--- src/rtl/crng_pkg.sv ---
package crng_pkg;

    localparam int WORD_W = 31;

    typedef logic [WORD_W-1:0] word_t;

    // Generator constants. Each modulus sits just below 2^31, so 2^31 folds
    // back into the residue as a small offset.
    localparam word_t       MOD_ONE       = 31'd2147483563;
    localparam word_t       MOD_TWO       = 31'd2147483399;
    localparam logic [15:0] MUL_ONE       = 16'd40014;
    localparam logic [15:0] MUL_TWO       = 16'd40692;
    localparam logic [7:0]  OFF_ONE       = 8'd85;
    localparam logic [7:0]  OFF_TWO       = 8'd249;
    localparam word_t       MOD_ONE_LESS  = 31'd2147483562;
    localparam word_t       VALUE_MAX     = 31'd2147483305;
    localparam word_t       GEN_ONE_RESET = 31'd1;
    localparam word_t       GEN_TWO_RESET = 31'd123456789;

    // Request actions.
    localparam logic ACT_DRAW   = 1'b0;
    localparam logic ACT_RESEED = 1'b1;

    // Generator select for the modular multiply unit.
    localparam logic GEN_ONE = 1'b0;
    localparam logic GEN_TWO = 1'b1;

endpackage

--- src/rtl/crng_req_if.sv ---
interface crng_req_if;

    logic                 valid;
    logic                 ready;
    logic                 action;
    crng_pkg::word_t      seed;

    modport source (output valid, output action, output seed, input ready);
    modport sink   (input valid, input action, input seed, output ready);

endinterface

--- src/rtl/crng_rsp_if.sv ---
interface crng_rsp_if;

    logic                 valid;
    logic                 ready;
    crng_pkg::word_t      value;
    logic                 clamped;

    modport source (output valid, output value, output clamped, input ready);
    modport sink   (input valid, input value, input clamped, output ready);

endinterface

--- src/rtl/crng_ram.sv ---
module crng_ram #(
    parameter int WIDTH = 31,
    parameter int DEPTH = 32
) (
    input  logic                     clk,
    input  logic                     wr_en,
    input  logic [$clog2(DEPTH)-1:0] wr_addr,
    input  logic [WIDTH-1:0]         wr_data,
    input  logic                     rd_en,
    input  logic [$clog2(DEPTH)-1:0] rd_addr,
    output logic [WIDTH-1:0]         rd_data
);

    logic [WIDTH-1:0] mem [DEPTH];
    logic [WIDTH-1:0] rd_data_reg;

    always_ff @(posedge clk)
    begin
        if (wr_en)
        begin
            mem[wr_addr] <= wr_data;
        end
        if (rd_en)
        begin
            rd_data_reg <= mem[rd_addr];
        end
    end

    assign rd_data = rd_data_reg;

endmodule

--- src/rtl/crng_modmul.sv ---
module crng_modmul (
    input  logic            clk,
    input  logic            rst_n,
    input  logic            start,
    input  logic            gen_sel,
    input  crng_pkg::word_t operand,
    output crng_pkg::word_t result
);

    logic [15:0]     mul;
    logic [7:0]      off;
    crng_pkg::word_t modulus;

    logic [46:0]     prod_reg;
    logic            stage_reg;
    crng_pkg::word_t result_reg;

    logic [15:0]     hi;
    logic [31:0]     folded;
    crng_pkg::word_t reduced;

    always_comb
    begin
        unique case (gen_sel)
            crng_pkg::GEN_ONE:
            begin
                mul     = crng_pkg::MUL_ONE;
                off     = crng_pkg::OFF_ONE;
                modulus = crng_pkg::MOD_ONE;
            end
            default:
            begin
                mul     = crng_pkg::MUL_TWO;
                off     = crng_pkg::OFF_TWO;
                modulus = crng_pkg::MOD_TWO;
            end
        endcase
    end

    // The product is hi * 2^31 + lo, and 2^31 equals the offset modulo the
    // modulus. The folded sum stays below twice the modulus.
    always_comb
    begin
        hi      = prod_reg[46:31];
        folded  = {1'b0, prod_reg[30:0]} + (32'(hi) * 32'(off));
        reduced = (folded >= {1'b0, modulus}) ? 31'(folded - {1'b0, modulus})
                                               : folded[30:0];
    end

    always_ff @(posedge clk or negedge rst_n)
    begin
        if (!rst_n)
        begin
            stage_reg <= 1'b0;
        end
        else
        begin
            stage_reg <= start;
        end
    end

    always_ff @(posedge clk)
    begin
        if (start)
        begin
            prod_reg <= 47'(operand) * 47'(mul);
        end
        if (stage_reg)
        begin
            result_reg <= reduced;
        end
    end

    assign result = result_reg;

endmodule

--- src/rtl/crng_slot.sv ---
module crng_slot #(
    parameter int DEPTH = 32
) (
    input  logic                     clk,
    input  logic                     start,
    input  crng_pkg::word_t          x,
    output logic [$clog2(DEPTH)-1:0] slot
);

    localparam int IDX_W = $clog2(DEPTH);
    localparam int Q_W   = IDX_W + 1;
    localparam longint unsigned SLOT_DIV =
        64'd1 + 64'(crng_pkg::MOD_ONE_LESS) / 64'(DEPTH);
    // With this shift the estimate x * RECIP >> RECIP_SHIFT is the true
    // quotient or one below it, for every 31-bit x.
    localparam int RECIP_SHIFT = 38;
    localparam longint unsigned RECIP = (64'd1 << RECIP_SHIFT) / SLOT_DIV;
    localparam int PROD_W = RECIP_SHIFT + Q_W;

    logic [PROD_W-1:0] prod;
    logic [Q_W-1:0]    q0_reg;
    crng_pkg::word_t   x_reg;

    logic [31:0]       rem;
    logic [Q_W-1:0]    q;

    assign prod = PROD_W'(x) * PROD_W'(RECIP);

    always_ff @(posedge clk)
    begin
        if (start)
        begin
            q0_reg <= prod[RECIP_SHIFT +: Q_W];
            x_reg  <= x;
        end
    end

    always_comb
    begin
        rem  = {1'b0, x_reg} - 32'(32'(q0_reg) * 32'(SLOT_DIV));
        q    = (rem >= 32'(SLOT_DIV)) ? q0_reg + Q_W'(1) : q0_reg;
        slot = (q > Q_W'(DEPTH - 1)) ? IDX_W'(DEPTH - 1) : q[IDX_W-1:0];
    end

endmodule

--- src/rtl/combined_lcg_shuffle_rng.sv ---
// Uniform random number generator: two multiplicative congruential generators
// (40014 mod 2147483563 and 40692 mod 2147483399) combined through a shuffle
// table of TABLE_DEPTH entries held in a one-port-read, one-port-write RAM.
// Each request transaction yields exactly one response transaction carrying
// a numerator over 2147483563 in the range 1..2147483305 and a flag that is
// set when the value was saturated at that upper limit. A draw occupies the
// block from acceptance to the next acceptance in order: it is accepted, both
// modular multiplies and the slot estimate start, they finish and the table
// is read, and the result is combined and written back. A reseed first runs
// TABLE_DEPTH+8 warm-up steps of generator one, each through its two-stage
// multiply unit, and then draws as above. The commit cycle waits while an
// earlier response is still held. Out of reset the generators hold 1 and
// 123456789 and the table reads as zeros, so a draw before any reseed is well
// defined.
module combined_lcg_shuffle_rng #(
    parameter int TABLE_DEPTH = 32
) (
    input  logic        clk,
    input  logic        rst_n,
    crng_req_if.sink    req,
    crng_rsp_if.source  rsp
);

    localparam int IDX_W = $clog2(TABLE_DEPTH);
    localparam int CNT_W = $clog2(TABLE_DEPTH + 8);

    localparam logic [2:0] ST_IDLE        = 3'd0;
    localparam logic [2:0] ST_WARM_MUL    = 3'd1;
    localparam logic [2:0] ST_WARM_WAIT   = 3'd2;
    localparam logic [2:0] ST_WARM_COMMIT = 3'd3;
    localparam logic [2:0] ST_DRAW_MUL    = 3'd4;
    localparam logic [2:0] ST_DRAW_WAIT   = 3'd5;
    localparam logic [2:0] ST_DRAW_COMMIT = 3'd6;

    logic [2:0]             state_reg, state_next;
    crng_pkg::word_t        gen_one_reg, gen_one_next;
    crng_pkg::word_t        gen_two_reg, gen_two_next;
    crng_pkg::word_t        last_out_reg, last_out_next;
    logic [CNT_W-1:0]       count_reg, count_next;
    logic [TABLE_DEPTH-1:0] valid_reg, valid_next;
    logic                   out_valid_reg, out_valid_next;
    logic [IDX_W-1:0]       slot_reg;
    crng_pkg::word_t        out_value_reg;
    logic                   out_clamped_reg;

    logic                   mm1_start, mm2_start;
    crng_pkg::word_t        mm1_operand;
    crng_pkg::word_t        mm1_result, mm2_result;
    logic [IDX_W-1:0]       slot;
    logic                   slot_start;

    logic                   ram_wr_en;
    logic [IDX_W-1:0]       ram_wr_addr;
    crng_pkg::word_t        ram_rd_data;
    logic                   ram_rd_en;

    logic                   commit;
    crng_pkg::word_t        entry;
    crng_pkg::word_t        mixed;
    crng_pkg::word_t        seed_fixed;

    crng_modmul u_mm_one (
        .clk     (clk),
        .rst_n   (rst_n),
        .start   (mm1_start),
        .gen_sel (crng_pkg::GEN_ONE),
        .operand (mm1_operand),
        .result  (mm1_result)
    );

    crng_modmul u_mm_two (
        .clk     (clk),
        .rst_n   (rst_n),
        .start   (mm2_start),
        .gen_sel (crng_pkg::GEN_TWO),
        .operand (gen_two_reg),
        .result  (mm2_result)
    );

    crng_slot #(
        .DEPTH (TABLE_DEPTH)
    ) u_slot (
        .clk   (clk),
        .start (slot_start),
        .x     (last_out_reg),
        .slot  (slot)
    );

    crng_ram #(
        .WIDTH (crng_pkg::WORD_W),
        .DEPTH (TABLE_DEPTH)
    ) u_table (
        .clk     (clk),
        .wr_en   (ram_wr_en),
        .wr_addr (ram_wr_addr),
        .wr_data (mm1_result),
        .rd_en   (ram_rd_en),
        .rd_addr (slot),
        .rd_data (ram_rd_data)
    );

    assign req.ready   = (state_reg == ST_IDLE);
    assign rsp.valid   = out_valid_reg;
    assign rsp.value   = out_value_reg;
    assign rsp.clamped = out_clamped_reg;

    assign commit     = (state_reg == ST_DRAW_COMMIT) && (!out_valid_reg || rsp.ready);
    assign seed_fixed = (req.seed == '0) ? crng_pkg::GEN_ONE_RESET : req.seed;

    // Entries never written since reset read as zero.
    assign entry = valid_reg[slot_reg] ? ram_rd_data : '0;
    // The true difference always fits in 31 bits, so wrapping arithmetic works.
    assign mixed = (entry > mm2_result) ? entry - mm2_result
                                        : entry - mm2_result + crng_pkg::MOD_ONE_LESS;

    always_comb
    begin
        mm1_start   = 1'b0;
        mm2_start   = 1'b0;
        mm1_operand = gen_one_reg;
        slot_start  = 1'b0;
        ram_rd_en   = 1'b0;
        ram_wr_en   = 1'b0;
        ram_wr_addr = slot_reg;

        state_next     = state_reg;
        gen_one_next   = gen_one_reg;
        gen_two_next   = gen_two_reg;
        last_out_next  = last_out_reg;
        count_next     = count_reg;
        valid_next     = valid_reg;
        out_valid_next = out_valid_reg && !rsp.ready;

        unique case (state_reg)
            ST_IDLE:
            begin
                if (req.valid)
                begin
                    if (req.action == crng_pkg::ACT_RESEED)
                    begin
                        gen_one_next = seed_fixed;
                        gen_two_next = seed_fixed;
                        count_next   = CNT_W'(TABLE_DEPTH + 7);
                        state_next   = ST_WARM_MUL;
                    end
                    else
                    begin
                        state_next = ST_DRAW_MUL;
                    end
                end
            end
            ST_WARM_MUL:
            begin
                mm1_start  = 1'b1;
                state_next = ST_WARM_WAIT;
            end
            ST_WARM_WAIT:
            begin
                state_next = ST_WARM_COMMIT;
            end
            ST_WARM_COMMIT:
            begin
                gen_one_next = mm1_result;
                if (count_reg < CNT_W'(TABLE_DEPTH))
                begin
                    ram_wr_en   = 1'b1;
                    ram_wr_addr = count_reg[IDX_W-1:0];
                    valid_next[count_reg[IDX_W-1:0]] = 1'b1;
                end
                if (count_reg == '0)
                begin
                    last_out_next = mm1_result;
                    state_next    = ST_DRAW_MUL;
                end
                else
                begin
                    // Chain the next warm-up step straight from the result.
                    mm1_start   = 1'b1;
                    mm1_operand = mm1_result;
                    count_next  = count_reg - CNT_W'(1);
                    state_next  = ST_WARM_WAIT;
                end
            end
            ST_DRAW_MUL:
            begin
                mm1_start  = 1'b1;
                mm2_start  = 1'b1;
                slot_start = 1'b1;
                state_next = ST_DRAW_WAIT;
            end
            ST_DRAW_WAIT:
            begin
                ram_rd_en  = 1'b1;
                state_next = ST_DRAW_COMMIT;
            end
            ST_DRAW_COMMIT:
            begin
                if (commit)
                begin
                    gen_one_next   = mm1_result;
                    gen_two_next   = mm2_result;
                    last_out_next  = mixed;
                    ram_wr_en      = 1'b1;
                    valid_next[slot_reg] = 1'b1;
                    out_valid_next = 1'b1;
                    state_next     = ST_IDLE;
                end
            end
            default:
            begin
                state_next = ST_IDLE;
            end
        endcase
    end

    always_ff @(posedge clk or negedge rst_n)
    begin
        if (!rst_n)
        begin
            state_reg     <= ST_IDLE;
            gen_one_reg   <= crng_pkg::GEN_ONE_RESET;
            gen_two_reg   <= crng_pkg::GEN_TWO_RESET;
            last_out_reg  <= '0;
            count_reg     <= '0;
            valid_reg     <= '0;
            out_valid_reg <= 1'b0;
        end
        else
        begin
            state_reg     <= state_next;
            gen_one_reg   <= gen_one_next;
            gen_two_reg   <= gen_two_next;
            last_out_reg  <= last_out_next;
            count_reg     <= count_next;
            valid_reg     <= valid_next;
            out_valid_reg <= out_valid_next;
        end
    end

    always_ff @(posedge clk)
    begin
        if (state_reg == ST_DRAW_WAIT)
        begin
            slot_reg <= slot;
        end
        if (commit)
        begin
            out_value_reg   <= (mixed > crng_pkg::VALUE_MAX) ? crng_pkg::VALUE_MAX : mixed;
            out_clamped_reg <= (mixed > crng_pkg::VALUE_MAX);
        end
    end

endmodule

--- src/flat_wrapper.sv ---
// flat-port wrapper written by rule: the top's interface ports become plain ports
module combined_lcg_shuffle_rng_flat 
#(
    parameter int TABLE_DEPTH = 32
)
  (clk, rst_n, req_valid, req_action, req_seed, req_ready, rsp_valid, rsp_value, rsp_clamped, rsp_ready);
  crng_req_if req_i ();
  crng_rsp_if rsp_i ();
  input  logic clk;
  input  logic rst_n;
  input wire logic [$bits(req_i.valid)-1:0] req_valid;
  input wire logic [$bits(req_i.action)-1:0] req_action;
  input wire logic [$bits(req_i.seed)-1:0] req_seed;
  output wire logic [$bits(req_i.ready)-1:0] req_ready;
  output wire logic [$bits(rsp_i.valid)-1:0] rsp_valid;
  output wire logic [$bits(rsp_i.value)-1:0] rsp_value;
  output wire logic [$bits(rsp_i.clamped)-1:0] rsp_clamped;
  input wire logic [$bits(rsp_i.ready)-1:0] rsp_ready;
  assign req_i.valid = req_valid;
  assign req_i.action = req_action;
  assign req_i.seed = req_seed;
  assign req_ready = req_i.ready;
  assign rsp_valid = rsp_i.valid;
  assign rsp_value = rsp_i.value;
  assign rsp_clamped = rsp_i.clamped;
  assign rsp_i.ready = rsp_ready;
  combined_lcg_shuffle_rng #(.TABLE_DEPTH(TABLE_DEPTH)) u_core (.clk(clk), .rst_n(rst_n), .req(req_i), .rsp(rsp_i));
endmodule
--- config.mk ---
export PLATFORM = sky130hd
export DESIGN_NAME = combined_lcg_shuffle_rng_flat
export DESIGN_NICKNAME = d
export VERILOG_FILES = /design/src/rtl/crng_pkg.sv /design/src/rtl/crng_req_if.sv /design/src/rtl/crng_rsp_if.sv /design/src/rtl/crng_ram.sv /design/src/rtl/crng_modmul.sv /design/src/rtl/crng_slot.sv /design/src/rtl/combined_lcg_shuffle_rng.sv /design/src/flat_wrapper.sv
export SDC_FILE = /design/constraint.sdc
export NUM_CORES = 2
export LEC_CHECK = 0
export ABC_AREA = 1
export BUFFER_PORTS_ARGS = -buffer_cell sky130_fd_sc_hd__buf_4
export CORE_MARGIN = 3
export CORE_UTILIZATION = 34
export CTS_CLUSTER_SIZE = 16
export DETAILED_ROUTE_END_ITERATION = 8
export PLACE_DENSITY = 0.46
export SLEW_MARGIN = 20
export SYNTH_ARGS = -nofsm -noshare
export SYNTH_HDL_FRONTEND = slang
export SYNTH_SLANG_ARGS = --single-unit
export TNS_END_PERCENT = 5
--- constraint.sdc ---
create_clock -name clk -period 9.6 [get_ports clk]
set_input_delay 0 -clock clk [delete_from_list [all_inputs] [get_ports clk]]
set_output_delay 0 -clock clk [all_outputs]
set_load 0.02 [all_outputs]
==> metrics.yaml <==
status:
  run_status: "finished clean"
setup_path:
  end_kind: "flop"
  cp_data_required_time_ns: 10.30
  crit_family: "adder cells"
  critical_path_buf_inv_count: 6
  startpoint_type: "flop"
  worstPathArrival_ns: 9.30
  slowest_delay_ns: 1.02
  cp_slowest_cell: "o21ai_0"
  crit_type: "flop to flop"
  crit_fanout: 25
clocking:
  h-tree-depth: 4
  clkTransAtPathRegs_ns: 0.07
  cts_setup_buffers: 0
  cts_tree: "built"
  cts_inserted_buffers: 159
  cts-root-buf: "clkbuf_16"
  clock-sinks: 1379
  cts_buffer_depth: 3
  clk_latency_ns: 0.87
timing:
  slew_viol_final: 0
  fmax_mhz: 116
  finalSetupViolCount: 0
  finalCriticalPeriod_ns: 8.60
  min_period_over_period_pct: 89.6
  clock_skew_ns: 0.0923
  hold_viol: 0
  tns_ns: 0
  maxSlewHeadroom_pct: 15.1
  worstMarginPinSlew_ns: 1.27
  rsz0062_at_grt: "false"
  worst_slack_ns: 0.995
floorplanning:
  io_pins: 70
  rows: 186
  dieWidth_um: 515
  die-height_um: 515
  die_area_sq_mm: 0.265
  initial_core_util_pct: 34.2
  fp.coreArea_sq_mm: 0.257
finish:
  drive_gt1_share_pct: 5.50
  largest_reg_flops: 992
  fillers: 26000
  multi_input_area_sq_mm: 0.0396
  area_delta_synth_final_pct: 12.3
  register_area_sq_mm: 0.0408
  layout.nets: 10700
drt:
  vias: 65600
  drt-total-wl_um: 295000
  post-route-drc-count: 0
  first_pass_iters: 6
  wl_per_cell_um: 22.4
  viasPerCell: 4.97
  drt_iter0_markers: 5525
  ant_nets: 0
synthesis:
  syn_area_sq_mm: 0.0881
  synth_ff_type: "edfxtp_1"
  synth.yosys.warnings: 0
  syn_nets: 10600
  yosysSeqAreaShare_pct: 46.2
  syn_avg_cell_area_sq_um: 9.23
  synth_cell_types: 56
  synthArstFlopShare_pct: 9.86
  synth-seq-cells: 1379
  synth_enable_flop_cells: 1243
  synth_cells: 9550
placed_design:
  io_buffers: 69
  post-place-ws_ns: 0.916
  gp_congestion: 0.933
  dp_hpwl_um: 205000
run:
  maxCapViolCount: 0
global_route:
  grt_max_degree: 171
  grtUsageTotal_pct: 22.2
  overflow: 0
  antenna_found_initial: 19
  grt_pass1_vias: 65300
  grt_pass1_wl_um: 439000
min_path:
  min_path_type: "input port to flop"
per-stage QoR:
| stage | instance area, sq um | hold WS (ns) | instances | utilization (%) |
|---|---|---|---|---|
| after floorplan | 88100 | -0.296 | 9550 | - |
| final | 98900 | 0.0737 | 13200 | 38.4 |
| after CTS | 98900 | 0.0101 | 13200 | 38.4 |
| after global routing | 98900 | 0.0513 | 13200 | 38.4 |
| after global placement | 93100 | 0.0918 | 12800 | 36.2 |
| after detailed placement | 93100 | 0.0962 | 12800 | 36.2 |
area by class of cell:
class | count | area share (%)
clock inverters | 90 | 1.03
multi-input cells | 6086 | 40.0
well taps | 3384 | 4.28
clock buffers | 204 | 4.27
diodes | 3 | 0.00759
flip-flops and latches | 1379 | 41.2
inverters | 1783 | 6.78
repair buffers | 268 | 2.47
cell usage after synthesis (10+ instances only):
library cell	count	area share, %
o21bai_1	20	0.17
a21boi_0	13	0.11
nand3_1	1065	6.0
fa_1	465	11
buf_4	28	0.24
edfxtp_1	1243	42
dfrtp_1	119	3.4
a31oi_1	72	0.51
nor2_1	472	2.0
ha_1	537	7.6
o211ai_1	10	0.085
buf_2	154	0.87
nor4_1	20	0.14
a22oi_1	28	0.24
nand4_1	43	0.31
nor3_1	55	0.31
clkbuf_1	91	0.39
xor2_1	118	1.2
nand3b_1	14	0.12
o21a_1	13	0.11
xnor2_1	71	0.71
buf_1	24	0.10
o22ai_1	24	0.17
nand2_1	2457	10
o21ai_0	256	1.5
dfstp_2	17	0.51
inv_1	1774	7.6
a21o_1	13	0.11
a21oi_1	253	1.4
worst reg2reg max path: stages, from the launching register on:
cell       delay [ns]
dfrtp_1          0.37
inv_1            0.09
nor3_1           0.71
nand2_2          0.61
o21ai_0          1.05
fa_1             0.58
ha_1             0.35
fa_1             0.52
inv_1            0.07
fa_1             0.49
inv_1            0.05
fa_1             0.51
inv_1            0.06
fa_1             0.51
inv_1            0.05
ha_1             0.34
a21oi_1          0.25
o21a_1           0.15
nor2_1           0.03
a2111oi_0        0.56
buf_4            0.23
o21ai_0          0.11
nand2_1          0.13
nand2_1          0.10
nand3_1          0.08
nand2_1          0.09
a31oi_1          0.17
xor2_1           0.23
cell usage in the layout, fill, tap and decap left out, types with 8 or more instances in the layout:
cell | Yosys | routed
nand2_1 | 2457 | 2454
nand3b_1 | 14 | 14
a21oi_1 | 253 | 251
clkbuf_1 | 91 | 37
o21ai_0 | 256 | 249
a21o_1 | 13 | 13
clkinv_1 | 3 | 33
a31oi_1 | 72 | 72
nor3_1 | 55 | 54
buf_12 | 0 | 21
nor4_1 | 20 | 20
dfstp_2 | 17 | 17
o21a_1 | 13 | 12
fa_1 | 465 | 465
nand3_1 | 1065 | 1064
clkbuf_8 | 0 | 8
a21boi_0 | 13 | 13
nor2_1 | 472 | 436
xnor2_1 | 71 | 71
clkbuf_16 | 0 | 159
o22ai_1 | 24 | 24
nand4_1 | 43 | 43
clkinv_16 | 0 | 12
edfxtp_1 | 1243 | 1243
ha_1 | 537 | 537
a22oi_1 | 28 | 28
buf_4 | 28 | 189
bufinv_16 | 0 | 9
dlygate4sd3_1 | 0 | 55
clkinv_2 | 0 | 29
o21ai_1 | 3 | 10
inv_1 | 1774 | 1771
o221ai_1 | 8 | 8
nor2_4 | 3 | 39
o21bai_1 | 20 | 20
dfrtp_1 | 119 | 119
xor2_1 | 118 | 118
o211ai_1 | 10 | 10
worst paths after layout:
check	slack (ns)	from	cells past startpoint	to
setup / recovery	1.0	u_core.state_reg[1]	27	u_core.u_mm_one.prod_reg[45]
hold / removal	0.07	req_seed[29]	4	u_core.gen_one_reg[29]
setup reg to reg	1.0	u_core.state_reg[1]	27	u_core.u_mm_one.prod_reg[45]
hold reg to reg	0.44	u_core.last_out_reg[19]	0	u_core.u_slot.x_reg[19]
max in group asynchronous	8.35	rst_n	4	u_core.gen_two_reg[28]
min in group asynchronous	0.38	rst_n	4	u_core.state_reg[1]
routing by layer:
| layer | global-route usage, % | routed length (um) | part of all wire, % |
|---|---|---|---|
| met1 | 31.8 | 138000 | 47 |
| met2 | 35.3 | 134000 | 46 |
| met3 | 2.33 | 13200 | 4.5 |
| met4 | 6.63 | 9110 | 3.1 |
| met5 | 0 | 26 | 0.0088 |
kinds of logic after synthesis:
family | Yosys count | synth area share [%]
AO/OA/AOI/OAI | 733 | 4.69
XOR/XNOR | 190 | 1.90
adder cells (fa/ha/maj) | 1002 | 18.2
buffers and inverters | 2085 | 9.26
flip-flops | 1379 | 46.2
AND/OR/NAND/NOR | 4161 | 19.7
timing repair:
| item | in CTS | in global routing |
|---|---|---|
| hold endpoints to repair | 143 | 0 |
| hold buffers | 56 | 0 |
| gates resized for setup | 0 | 0 |
| setup endpoints to repair | 0 | 0 |
Power is not shown: default switching activity piles up to over one toggle a cycle in this logic, so the estimate is an artifact.
